<file path="src/hw/rtl/odta_pkg.sv">
// Shared types and constants of the optical depth trapezoid accumulator
`default_nettype none

package odta_pkg;

    localparam int SAMPLE_W       = 32;
    localparam int DEPTH_W        = 48;
    localparam int INDEX_W        = 8;
    localparam int STOP_W         = 9;
    localparam int TOP_W          = 9;
    localparam int BOTTOM_W       = 8;
    localparam int COUNT_W        = 9;
    localparam int PROD_W         = 2 * SAMPLE_W;
    localparam int FRAC_W         = 16;
    localparam int APB_DATA_W     = 64;
    localparam int APB_ADDR_W     = 5;
    localparam int MAX_LAYERS_DEF = 256;
    localparam int QUEUE_DEPTH    = 4;

    // Register indexes (byte address = 8 * index)
    localparam logic [1:0] REG_MAX_DEPTH    = 2'd0;
    localparam logic [1:0] REG_TOP_LAYER    = 2'd1;
    localparam logic [1:0] REG_BOTTOM_LAYER = 2'd2;
    localparam logic [1:0] REG_LAYER_COUNT  = 2'd3;

    // Layer-selection configuration seen by the front end
    typedef struct packed {
        logic [TOP_W-1:0]    top_layer;
        logic [BOTTOM_W-1:0] bottom_layer;
        logic [COUNT_W-1:0]  layer_count;
    } layer_cfg_t;

    // Classification of one layer, decided at accept time
    typedef struct packed {
        logic [INDEX_W-1:0] layer_index;
        logic [STOP_W-1:0]  stop_index;
        logic               above_top;
        logic               stop_early;   // stop regardless of depth
        logic               last_layer;
    } layer_meta_t;

    // One queued layer: halved sample sum, gated spacing and its class
    typedef struct packed {
        logic [SAMPLE_W-1:0] sum_half;
        logic                sum_odd;
        logic [SAMPLE_W-1:0] spacing;
        layer_meta_t         meta;
    } queue_entry_t;

endpackage

`default_nettype wire

</file>
<file path="src/hw/rtl/odta_front.sv">
// Front end: accepts layers, tracks the layer counter and classifies each layer
`default_nettype none

module odta_front #(
    parameter int MAX_LAYERS = odta_pkg::MAX_LAYERS_DEF
) (
    input  wire logic                            aclk,
    input  wire logic                            aresetn,
    input  wire logic                            s_valid,
    output logic                                 s_ready,
    input  wire logic [odta_pkg::SAMPLE_W-1:0]   s_extinction_sample,
    input  wire logic [odta_pkg::SAMPLE_W-1:0]   s_layer_spacing,
    input  wire odta_pkg::layer_cfg_t            cfg,
    input  wire logic                            q_full,
    output logic                                 q_push,
    output odta_pkg::queue_entry_t               q_entry
);
    import odta_pkg::*;

    localparam int CW = $clog2(MAX_LAYERS);
    localparam int NW = $clog2(MAX_LAYERS + 1);
    localparam int XW = ((NW > COUNT_W) ? NW : COUNT_W) + 1;
    localparam logic [XW-1:0] MAX_X = XW'(MAX_LAYERS);

    logic [CW-1:0]       layer_reg, layer_next;
    logic [SAMPLE_W-1:0] prev_reg, prev_next;

    logic [XW-1:0]       k_x, cnt_x, nl_x;
    logic                last, above_top, bottom_hit, add_en;
    logic [SAMPLE_W:0]   sum;

    // Effective layer count: zero acts as one, clipped to the array size
    always_comb begin
        k_x   = XW'(layer_reg);
        cnt_x = XW'(cfg.layer_count);
        priority if (cnt_x == '0) begin
            nl_x = XW'(1);
        end else if (cnt_x > MAX_X) begin
            nl_x = MAX_X;
        end else begin
            nl_x = cnt_x;
        end
    end

    // Layer classification
    assign last       = (k_x >= (nl_x - XW'(1)));
    assign above_top  = !cfg.top_layer[TOP_W-1] && (k_x <= XW'(cfg.top_layer));
    assign bottom_hit = (k_x == XW'(cfg.bottom_layer));
    assign add_en     = !above_top && (layer_reg != '0);

    // Trapezoid sum; the sum is split into sum/2 and its odd bit
    assign sum = {1'b0, s_extinction_sample} + {1'b0, prev_reg};

    always_comb begin
        q_entry.sum_half         = sum[SAMPLE_W:1];
        q_entry.sum_odd          = sum[0];
        q_entry.spacing          = add_en ? s_layer_spacing : '0;
        q_entry.meta.layer_index = k_x[INDEX_W-1:0];
        q_entry.meta.stop_index  = above_top ? nl_x[STOP_W-1:0] : k_x[STOP_W-1:0];
        q_entry.meta.above_top   = above_top;
        q_entry.meta.stop_early  = above_top ? last : (bottom_hit || last);
        q_entry.meta.last_layer  = last;
    end

    assign s_ready = !q_full;
    assign q_push  = s_valid && s_ready;

    // Counter and previous sample; both clear after the column's last layer
    always_comb begin
        layer_next = layer_reg;
        prev_next  = prev_reg;
        if (q_push) begin
            if (last) begin
                layer_next = '0;
                prev_next  = '0;
            end else begin
                layer_next = layer_reg + CW'(1);
                prev_next  = s_extinction_sample;
            end
        end
    end

    always_ff @(posedge aclk) begin
        if (!aresetn) begin
            layer_reg <= '0;
            prev_reg  <= '0;
        end else begin
            layer_reg <= layer_next;
            prev_reg  <= prev_next;
        end
    end

endmodule

`default_nettype wire

</file>
<file path="src/hw/rtl/odta_queue.sv">
// Short FIFO of classified layers between front and back end
`default_nettype none

module odta_queue (
    input  wire logic                   aclk,
    input  wire logic                   aresetn,
    input  wire logic                   push,
    input  wire odta_pkg::queue_entry_t push_entry,
    output logic                        full,
    input  wire logic                   pop,
    output logic                        head_valid,
    output odta_pkg::queue_entry_t      head_entry
);
    import odta_pkg::*;

    localparam int QAW = $clog2(QUEUE_DEPTH);

    queue_entry_t   slot_reg [QUEUE_DEPTH];
    logic [QAW-1:0] wr_ptr_reg, wr_ptr_next;
    logic [QAW-1:0] rd_ptr_reg, rd_ptr_next;
    logic [QAW:0]   count_reg, count_next;

    assign full       = (count_reg == (QAW+1)'(QUEUE_DEPTH));
    assign head_valid = (count_reg != '0);
    assign head_entry = slot_reg[rd_ptr_reg];

    // Pointer wrap at the queue depth
    always_comb begin
        wr_ptr_next = wr_ptr_reg;
        rd_ptr_next = rd_ptr_reg;
        count_next  = count_reg;
        if (push) begin
            wr_ptr_next = (wr_ptr_reg == QAW'(QUEUE_DEPTH - 1)) ? '0 : wr_ptr_reg + QAW'(1);
        end
        if (pop) begin
            rd_ptr_next = (rd_ptr_reg == QAW'(QUEUE_DEPTH - 1)) ? '0 : rd_ptr_reg + QAW'(1);
        end
        unique case ({push, pop})
            2'b10:   count_next = count_reg + (QAW+1)'(1);
            2'b01:   count_next = count_reg - (QAW+1)'(1);
            default: count_next = count_reg;
        endcase
    end

    always_ff @(posedge aclk) begin
        if (!aresetn) begin
            wr_ptr_reg <= '0;
            rd_ptr_reg <= '0;
            count_reg  <= '0;
        end else begin
            wr_ptr_reg <= wr_ptr_next;
            rd_ptr_reg <= rd_ptr_next;
            count_reg  <= count_next;
        end
    end

    // Storage, no reset
    always_ff @(posedge aclk) begin
        if (push) begin
            slot_reg[wr_ptr_reg] <= push_entry;
        end
    end

endmodule

`default_nettype wire

</file>
<file path="src/hw/rtl/odta_back.sv">
// Back end: trapezoid multiply, saturating accumulation, stop logic, output register
`default_nettype none

module odta_back (
    input  wire logic                          aclk,
    input  wire logic                          aresetn,
    input  wire logic                          q_valid,
    input  wire odta_pkg::queue_entry_t        q_entry,
    output logic                               q_pop,
    input  wire logic [odta_pkg::DEPTH_W-1:0]  max_depth,
    output logic                               m_valid,
    input  wire logic                          m_ready,
    output logic [odta_pkg::DEPTH_W-1:0]       m_depth_value,
    output logic [odta_pkg::INDEX_W-1:0]       m_layer_index,
    output logic                               m_column_stop,
    output logic [odta_pkg::STOP_W-1:0]        m_stop_layer
);
    import odta_pkg::*;

    // Multiply stage
    logic                mv_reg, mv_next;
    logic [PROD_W-1:0]   prod_reg, prod_next;
    layer_meta_t         meta_reg;

    // Column state
    logic [DEPTH_W-1:0]  run_reg, run_next;
    logic                stopped_reg, stopped_next;

    // Output register
    logic                ov_reg, ov_next;
    logic [DEPTH_W-1:0]  odepth_reg;
    logic [INDEX_W-1:0]  oindex_reg;
    logic                ostop_reg;
    logic [STOP_W-1:0]   ostopl_reg;

    logic [DEPTH_W:0]    acc_sum;
    logic [DEPTH_W-1:0]  depth_new;
    logic                emit, stop, retire, load_m;

    // spacing * (a + b) / 2 as spacing * floor(sum/2) plus half the spacing when odd
    assign prod_next = PROD_W'(q_entry.spacing) * PROD_W'(q_entry.sum_half)
                     + PROD_W'(q_entry.sum_odd ? (q_entry.spacing >> 1) : '0);

    // Saturating accumulate of the Q32.16 increment
    assign acc_sum   = {1'b0, run_reg} + {1'b0, prod_reg[PROD_W-1:FRAC_W]};
    assign depth_new = acc_sum[DEPTH_W] ? {DEPTH_W{1'b1}} : acc_sum[DEPTH_W-1:0];

    assign emit = !stopped_reg;
    assign stop = meta_reg.above_top ? meta_reg.stop_early
                                     : (meta_reg.stop_early || (depth_new >= max_depth));

    // A layer retires once its result has a place, or at once if it gives none
    assign retire = mv_reg && (!emit || !ov_reg || m_ready);
    assign load_m = q_valid && (!mv_reg || retire);
    assign q_pop  = load_m;

    always_comb begin
        mv_next = mv_reg;
        if (load_m) begin
            mv_next = 1'b1;
        end else if (retire) begin
            mv_next = 1'b0;
        end
    end

    // Column state update at retire
    always_comb begin
        run_next     = run_reg;
        stopped_next = stopped_reg;
        if (retire) begin
            if (meta_reg.last_layer) begin
                run_next     = '0;
                stopped_next = 1'b0;
            end else if (emit) begin
                run_next     = depth_new;
                stopped_next = stop;
            end
        end
    end

    always_comb begin
        ov_next = ov_reg;
        if (retire && emit) begin
            ov_next = 1'b1;
        end else if (m_ready) begin
            ov_next = 1'b0;
        end
    end

    always_ff @(posedge aclk) begin
        if (!aresetn) begin
            mv_reg      <= 1'b0;
            run_reg     <= '0;
            stopped_reg <= 1'b0;
            ov_reg      <= 1'b0;
        end else begin
            mv_reg      <= mv_next;
            run_reg     <= run_next;
            stopped_reg <= stopped_next;
            ov_reg      <= ov_next;
        end
    end

    // Payload registers
    always_ff @(posedge aclk) begin
        if (load_m) begin
            prod_reg <= prod_next;
            meta_reg <= q_entry.meta;
        end
        if (retire && emit) begin
            odepth_reg <= meta_reg.above_top ? '0 : depth_new;
            oindex_reg <= meta_reg.layer_index;
            ostop_reg  <= stop;
            ostopl_reg <= stop ? meta_reg.stop_index : '0;
        end
    end

    assign m_valid       = ov_reg;
    assign m_depth_value = odepth_reg;
    assign m_layer_index = oindex_reg;
    assign m_column_stop = ostop_reg;
    assign m_stop_layer  = ostopl_reg;

endmodule

`default_nettype wire

</file>
<file path="src/hw/rtl/optical_depth_trapezoid_accumulator.sv">
// Optical depth trapezoid accumulator: top level with the APB register file
//
// Takes one layer per transaction (extinction Q16.16, spacing Q16.16) and gives
// one Q32.16 optical depth per layer until the column stops, using the cumulative
// trapezoidal rule with saturation at full scale. Sustained rate is one layer per
// clock cycle while m_ready is high: the only loop is the add, saturate and compare
// on the running depth in the back end. A layer's result passes the queue slot, the
// multiply register and the output register in that order before it shows on
// m_valid; the 32x32 multiply sits in its own stage. A four-entry queue parts the
// front end from the back end, so input transactions keep flowing while a result
// waits on m_ready, until the queue fills.
// Registers (64-bit APB, byte address 8*index): max_depth, top_layer, bottom_layer,
// layer_count; write them only while the block is idle. No clearing pass after reset.
`default_nettype none

module optical_depth_trapezoid_accumulator #(
    parameter int MAX_LAYERS = odta_pkg::MAX_LAYERS_DEF
) (
    input  wire logic                              aclk,
    input  wire logic                              aresetn,
    // input channel
    input  wire logic                              s_valid,
    output logic                                   s_ready,
    input  wire logic [odta_pkg::SAMPLE_W-1:0]     s_extinction_sample,
    input  wire logic [odta_pkg::SAMPLE_W-1:0]     s_layer_spacing,
    // result channel
    output logic                                   m_valid,
    input  wire logic                              m_ready,
    output logic [odta_pkg::DEPTH_W-1:0]           m_depth_value,
    output logic [odta_pkg::INDEX_W-1:0]           m_layer_index,
    output logic                                   m_column_stop,
    output logic [odta_pkg::STOP_W-1:0]            m_stop_layer,
    // configuration port
    input  wire logic                              psel,
    input  wire logic                              penable,
    input  wire logic                              pwrite,
    input  wire logic [odta_pkg::APB_ADDR_W-1:0]   paddr,
    input  wire logic [odta_pkg::APB_DATA_W-1:0]   pwdata,
    output logic [odta_pkg::APB_DATA_W-1:0]        prdata,
    output logic                                   pready
);
    import odta_pkg::*;

    logic [DEPTH_W-1:0]  max_depth_reg;
    logic [TOP_W-1:0]    top_layer_reg;
    logic [BOTTOM_W-1:0] bottom_layer_reg;
    logic [COUNT_W-1:0]  layer_count_reg;

    logic [1:0]          reg_sel;
    logic                wr_en;
    layer_cfg_t          layer_cfg;

    logic                q_push, q_full, q_pop, q_valid;
    queue_entry_t        q_in, q_head;

    // Register file
    assign pready  = 1'b1;
    assign reg_sel = paddr[APB_ADDR_W-1:3];
    assign wr_en   = psel && penable && pwrite && pready;

    always_ff @(posedge aclk) begin
        if (!aresetn) begin
            max_depth_reg    <= {DEPTH_W{1'b1}};
            top_layer_reg    <= {TOP_W{1'b1}};
            bottom_layer_reg <= {BOTTOM_W{1'b1}};
            layer_count_reg  <= COUNT_W'(MAX_LAYERS_DEF);
        end else if (wr_en) begin
            unique case (reg_sel)
                REG_MAX_DEPTH:    max_depth_reg    <= pwdata[DEPTH_W-1:0];
                REG_TOP_LAYER:    top_layer_reg    <= pwdata[TOP_W-1:0];
                REG_BOTTOM_LAYER: bottom_layer_reg <= pwdata[BOTTOM_W-1:0];
                REG_LAYER_COUNT:  layer_count_reg  <= pwdata[COUNT_W-1:0];
            endcase
        end
    end

    // Read-back; top_layer is returned sign-extended
    always_comb begin
        unique case (reg_sel)
            REG_MAX_DEPTH:    prdata = APB_DATA_W'(max_depth_reg);
            REG_TOP_LAYER:    prdata = {{(APB_DATA_W-TOP_W){top_layer_reg[TOP_W-1]}},
                                        top_layer_reg};
            REG_BOTTOM_LAYER: prdata = APB_DATA_W'(bottom_layer_reg);
            REG_LAYER_COUNT:  prdata = APB_DATA_W'(layer_count_reg);
        endcase
    end

    assign layer_cfg.top_layer    = top_layer_reg;
    assign layer_cfg.bottom_layer = bottom_layer_reg;
    assign layer_cfg.layer_count  = layer_count_reg;

    odta_front #(
        .MAX_LAYERS (MAX_LAYERS)
    ) u_front (
        .aclk                (aclk),
        .aresetn             (aresetn),
        .s_valid             (s_valid),
        .s_ready             (s_ready),
        .s_extinction_sample (s_extinction_sample),
        .s_layer_spacing     (s_layer_spacing),
        .cfg                 (layer_cfg),
        .q_full              (q_full),
        .q_push              (q_push),
        .q_entry             (q_in)
    );

    odta_queue u_queue (
        .aclk       (aclk),
        .aresetn    (aresetn),
        .push       (q_push),
        .push_entry (q_in),
        .full       (q_full),
        .pop        (q_pop),
        .head_valid (q_valid),
        .head_entry (q_head)
    );

    odta_back u_back (
        .aclk          (aclk),
        .aresetn       (aresetn),
        .q_valid       (q_valid),
        .q_entry       (q_head),
        .q_pop         (q_pop),
        .max_depth     (max_depth_reg),
        .m_valid       (m_valid),
        .m_ready       (m_ready),
        .m_depth_value (m_depth_value),
        .m_layer_index (m_layer_index),
        .m_column_stop (m_column_stop),
        .m_stop_layer  (m_stop_layer)
    );

endmodule

`default_nettype wire

</file>
<file path="config.mk">
export PLATFORM = sky130hd
export DESIGN_NAME = optical_depth_trapezoid_accumulator
export DESIGN_NICKNAME = d
export VERILOG_FILES = /design/src/hw/rtl/odta_pkg.sv /design/src/hw/rtl/odta_front.sv /design/src/hw/rtl/odta_queue.sv /design/src/hw/rtl/odta_back.sv /design/src/hw/rtl/optical_depth_trapezoid_accumulator.sv
export SDC_FILE = /design/constraint.sdc
export NUM_CORES = 2
export LEC_CHECK = 0
export BUFFER_PORTS_ARGS = -buffer_cell sky130_fd_sc_hd__buf_2
export CORE_ASPECT_RATIO = 2
export CORE_MARGIN = 4
export CORE_UTILIZATION = 69
export DETAILED_ROUTE_END_ITERATION = 6
export MAX_ROUTING_LAYER = met4
export PLACE_DENSITY_LB_ADDON = 0.08
export SYNTH_ARGS = -nofsm -noshare
export SYNTH_HDL_FRONTEND = slang
export SYNTH_SLANG_ARGS = --single-unit
export TNS_END_PERCENT = 100
</file>
<file path="constraint.sdc">
create_clock -name aclk -period 16.25 [get_ports aclk]
set_input_delay 1.625 -clock aclk [delete_from_list [all_inputs] [get_ports aclk]]
set_output_delay 1.625 -clock aclk [all_outputs]
set_load 0.02 [all_outputs]
</file>
Word-level counts from Yosys, hierarchy flattened
Memory sizes are Yosys's and may differ from the RTL's. A register that Yosys moved wholly into a read port is not among the register bits. Index checks and enable logic that the tools add are counted.

Bits in registers: 322. RAM bits: 340. Bits of input ports: 140. Output and inout bits: 133. Logic and storage cells: 105. Memories: 1.

Add/subtract/negate cells: 9. Multipliers: 1. Order comparisons: 4. Eq/ne operators: 10. Muxes and demuxes: 26. Reduce and logical (&&, ||, !) cells: 31.

Memory list: u_queue.slot_reg (depth 4, bits a word 85, read ports 1, clocked after memory_dff 1, write ports 1, line odta_queue.sv:18) `queue_entry_t slot_reg [QUEUE_DEPTH];`.

Operators by type and width (count): 64-bit one-hot mux with 4 select lines (1); 48-bit 2-to-1 mux (3); 64-bit adder (1); 32-bit by 32-bit multiplier with 64-bit output (1); 32-bit 2-to-1 mux (2); 48-bit by 48-bit adder with 49-bit output (1); 48-bit greater-or-equal comparator (1); 32-bit by 32-bit adder with 33-bit output (1); 31-bit 2-to-1 mux (1); 9-bit 2-to-1 mux (2); 2-bit == test (second input constant) (5); 8-bit by 10-bit greater-or-equal comparator with 1-bit output (1); 1-bit 2-to-1 mux (10); 10-bit 2-to-1 mux (1); 2-bit AND reduction (5); 10-bit by 1-bit subtractor with 10-bit output (second input constant) (1); 9-bit > comparator (second input constant) (1); 8-bit by 9-bit less-or-equal comparator with 1-bit output (1); 9-bit zero test (1); 8-bit by 1-bit adder with 8-bit output (second input constant) (1); 8-bit == test (1); 1-bit logical AND (8); 2-bit 2-to-1 mux (4); 8-bit 2-to-1 mux (1); other kinds (13) (26).

Logic depth before layout (Yosys ltp)
Word-level depth: 8. Mapped depth: 37. Depth with buffers taken out: 30.

Cells and area by module
A second synthesis with hierarchy kept.

Cell total of the unflattened synthesis: 6250. Area total of the unflattened synthesis: 65059.9 um^2.

Modules (own cells, without submodules): odta_back (instances 1, cells an instance 4792, area an instance 44237.4 um^2, seq. area each 5044.8 um^2); odta_queue (instances 1, cells an instance 491, area an instance 12784.8 um^2, seq. area each 10390.0 um^2); odta_front (instances 1, cells an instance 565, area an instance 4275.4 um^2, seq. area each 800.8 um^2); optical_depth_trapezoid_accumulator (instances 1, cells an instance 402, area an instance 3762.4 um^2, seq. area each 1481.4 um^2).

Worst setup path before layout
No wires, ideal clock.

Path kind: flip-flop to flip-flop. Start point: reg with a tool-made name. End point: reg u_back.prod_reg[61], data pin. Setup time: 262 ps. Arrival time: 8812 ps. Required time: 15988 ps. Path slack: 7176 ps. Cell stages (with the launch flop): 35. Buffers on the path: 6. Clock period less this slack: 9074 ps. Cells stage by stage: dfxtp_1 -> buf_4 -> buf_2 -> buf_1 -> clkbuf_1 -> mux2i_1 -> nand2_1 -> o21ai_1 -> clkbuf_1 -> nor2_1 -> fa_1 -> inv_1 -> fa_1 -> inv_1 -> fa_1 -> inv_1 -> fa_1 -> inv_1 -> fa_1 -> fa_1 -> fa_1 -> inv_1 -> fa_1 -> inv_1 -> ha_1 -> nand2_1 -> nor4_1 -> nand3_1 -> nor4_1 -> o31ai_1 -> and2_1 -> clkbuf_1 -> o311a_1 -> o21ai_1 -> xor2_1.

RTL lines: end signal, assigned (line odta_back.sv:107) `prod_reg <= prod_next;`; end, declared (line odta_back.sv:22) `logic [PROD_W-1:0] prod_reg, prod_next;`.

==> results.toml <==
[run_status]
status = "complete, but fails checks"
violations = "DRC"

[global_route]
grt_overflow = 0
grt_use_total = 0.445
antenna_found_initial = 17
grt_pass1_wl_um = 313000
first_global_vias = 52900
grt_max_degree = 139

[run]
max_cap_viol_count = 0

[worst_setup_path]
r2r_slack_ps = 4080
worstReg2RegEnd = "u_back.prod_reg[52]$_DFFE_PP_"
endpoint = "u_back.prod_reg[52]$_DFFE_PP_"
crit_path_end_kind = "register"
crit_required_ps = 16650
worstSetupStartpointType = "register"
path_class = "register to register"
reg2regPathDepth = 26
cp.arrival_ps = 12570
worstPathMaxFanout = 53

[floorplan]
dieArea_sq_um = 97900
rows = 157
die_h_um = 438
initial_core_util = 0.697
io_pins = 273
chipWidth_um = 223
core_sq_um = 91700

[route]
drt_iter0_drc = 3834
wl_um = 207000
post-route-drc-count = 1
routed_via_density = 6.30
detail-route-antenna-nets = 0
vias = 49300
drtPass1Iterations = 7
wl_per_cell_um = 26.5

[clocking]
cts_tree = "yes"
post_cts_buffers = 0
cts_resized = 0
clk-insertion-delay-late_ps = 670
cts_sinks = 648
cts_inserted_buffers = 55
cts.path.max_buffers = 3
clockRootBuffer = "clkbuf_16"
cts_max_level = 2
cts_hold_buffers = 0
clk_pin_slew_ps = 80

[place]
io_buffers = 252
globalplace.congestion = 1.06
hpwl_um = 157000

[synth]
netlist_area_sq_um = 63900
ys_seq_area_frac = 0.277
yosysTopAreaCell = "fa_1"
synth_top_family_by_area = "adder cells"
synth-edff-count = 474
synthAdderAreaFrac = 0.372
postSynth.asyncResetShare = 0
synth.area.top_cells = "fa_1, edfxtp_1, ha_1"
synth_compound_area_frac = 0.0911
synthMuxAreaShare = 0.0367
avgSynthCellArea_sq_um = 9.90
yosysUniqueCellTypes = 79
netlist.area_leader.share = 0.291
yosys.cell_count.top_type = "inv_1"
synth_fp_nets = 7937
ys_seq_elements = 648
synth_warnings = 0
synthTopCellsByCount = "inv_1, fa_1, nand2_1, nor2_1, edfxtp_1"
syn_inst = 6455
synthSimpleGateAreaFrac = 0.119
synth_ff_type = "edfxtp_1"
synth-xor-area-share = 0.0177

[min_path]
hold_class = "register to register"

[timing]
skew_ps = 20.7
tns_ps = 0
setup_viol = 0
rsz0062_at_grt = "no"
max_freq_mhz = 82.2
worst_slew_pin_slew_ps = 1280
report.final.hold_viol_count = 0
fin_crit_sh = 0.749
layout_min_cycle_time_ps = 12170
drv_slew = 0
max-slew-margin-rel = 0.147

[finish]
fill_cells = 6631
drive_gt1_frac = 0.0983
areaGrowthSynthToFinish_pct = 7.22
num-nets-final = 8050
largest_reg_flops = 340
routing by layer:
layer	track usage	vias up	share of wire
li1	-	20900	-
met1	0.421	24100	0.29
met2	0.738	2904	0.49
met3	0.108	1395	0.091
met4	0.411	0	0.13
met5	-	-	0
cells in the final DEF (no fill, tap or decap), drive strengths merged, types with 163 or more instances in the layout:
cell / netlist / final
fa: 929 / 929
edfxtp: 474 / 474
o21ai: 218 / 218
buf: 43 / 384
a21oi: 163 / 163
nand2: 746 / 746
inv: 1126 / 1130
nor2: 746 / 746
ha: 413 / 413
dfxtp: 174 / 174
critical path, stage by stage, from the launching register on:
cell      delay [ps]
dfxtp_4          680
buf_4            500
buf_4            700
mux2_2           430
o21ai_1          130
buf_4            460
nor2_1           140
fa_1             740
fa_1             730
fa_1             620
inv_1            180
fa_1             410
inv_1            340
fa_1             470
ha_1             450
fa_1             590
fa_1             600
ha_1             440
nand3_1          140
or3_1            260
o21a_1           290
a21oi_1          140
o31ai_1          910
and2_1           600
o21ai_0          310
a211oi_1         320
a221oi_1         120
kinds of logic after synthesis:
| logic type | after synthesis |
|---|---|
| AO/OA/AOI/OAI | 881 |
| adder cells (fa/ha/maj) | 1342 |
| XOR/XNOR | 129 |
| multiplexers | 184 |
| flip-flops | 648 |
| buffers and inverters | 1455 |
| AND/OR/NAND/NOR | 1815 |
| other | 1 |
metrics by stage:
step	cell area, sq um	util	hold slack (ps)	setup WS (ps)	cells
after floorplan	63900	-	400	7180	6455
after detailed placement	66700	0.727	407	5080	7703
after global placement	66700	0.727	404	5210	7703
final	68500	0.747	428	4080	7820
after global routing	68500	0.747	431	3980	7819
after CTS	68500	0.747	425	5070	7805
cell type report:
class                   count  area (sq um)  area share
flip-flops and latches    648         17700       0.259
clock buffers              71          1560      0.0228
repair buffers            384          2260      0.0330
diodes                     15          37.5    0.000548
inverters                1127          4230      0.0617
clock inverters            31           262     0.00382
well taps                1192          1490      0.0218
multi-input cells        4352         41000       0.598
worst min path at each step:
stage,startpoint,to,slack (ps),depth (start not counted)
detailed placement,u_back.meta_reg[17]$_DFFE_PP_,u_back.m_layer_index[5]$_DFFE_PP_,410,0
finish,u_back.meta_reg[13]$_DFFE_PP_,u_back.m_layer_index[1]$_DFFE_PP_,430,0
global placement,u_back.meta_reg[18]$_DFFE_PP_,u_back.m_layer_index[6]$_DFFE_PP_,400,0
floorplan,u_back.meta_reg[12]$_DFFE_PP_,u_back.m_layer_index[0]$_DFFE_PP_,400,0
global route,u_back.meta_reg[13]$_DFFE_PP_,u_back.m_layer_index[1]$_DFFE_PP_,430,0
CTS,u_back.meta_reg[13]$_DFFE_PP_,u_back.m_layer_index[1]$_DFFE_PP_,430,0
Power is not shown: default switching activity piles up to over one toggle a cycle in this logic, so the estimate is an artifact.
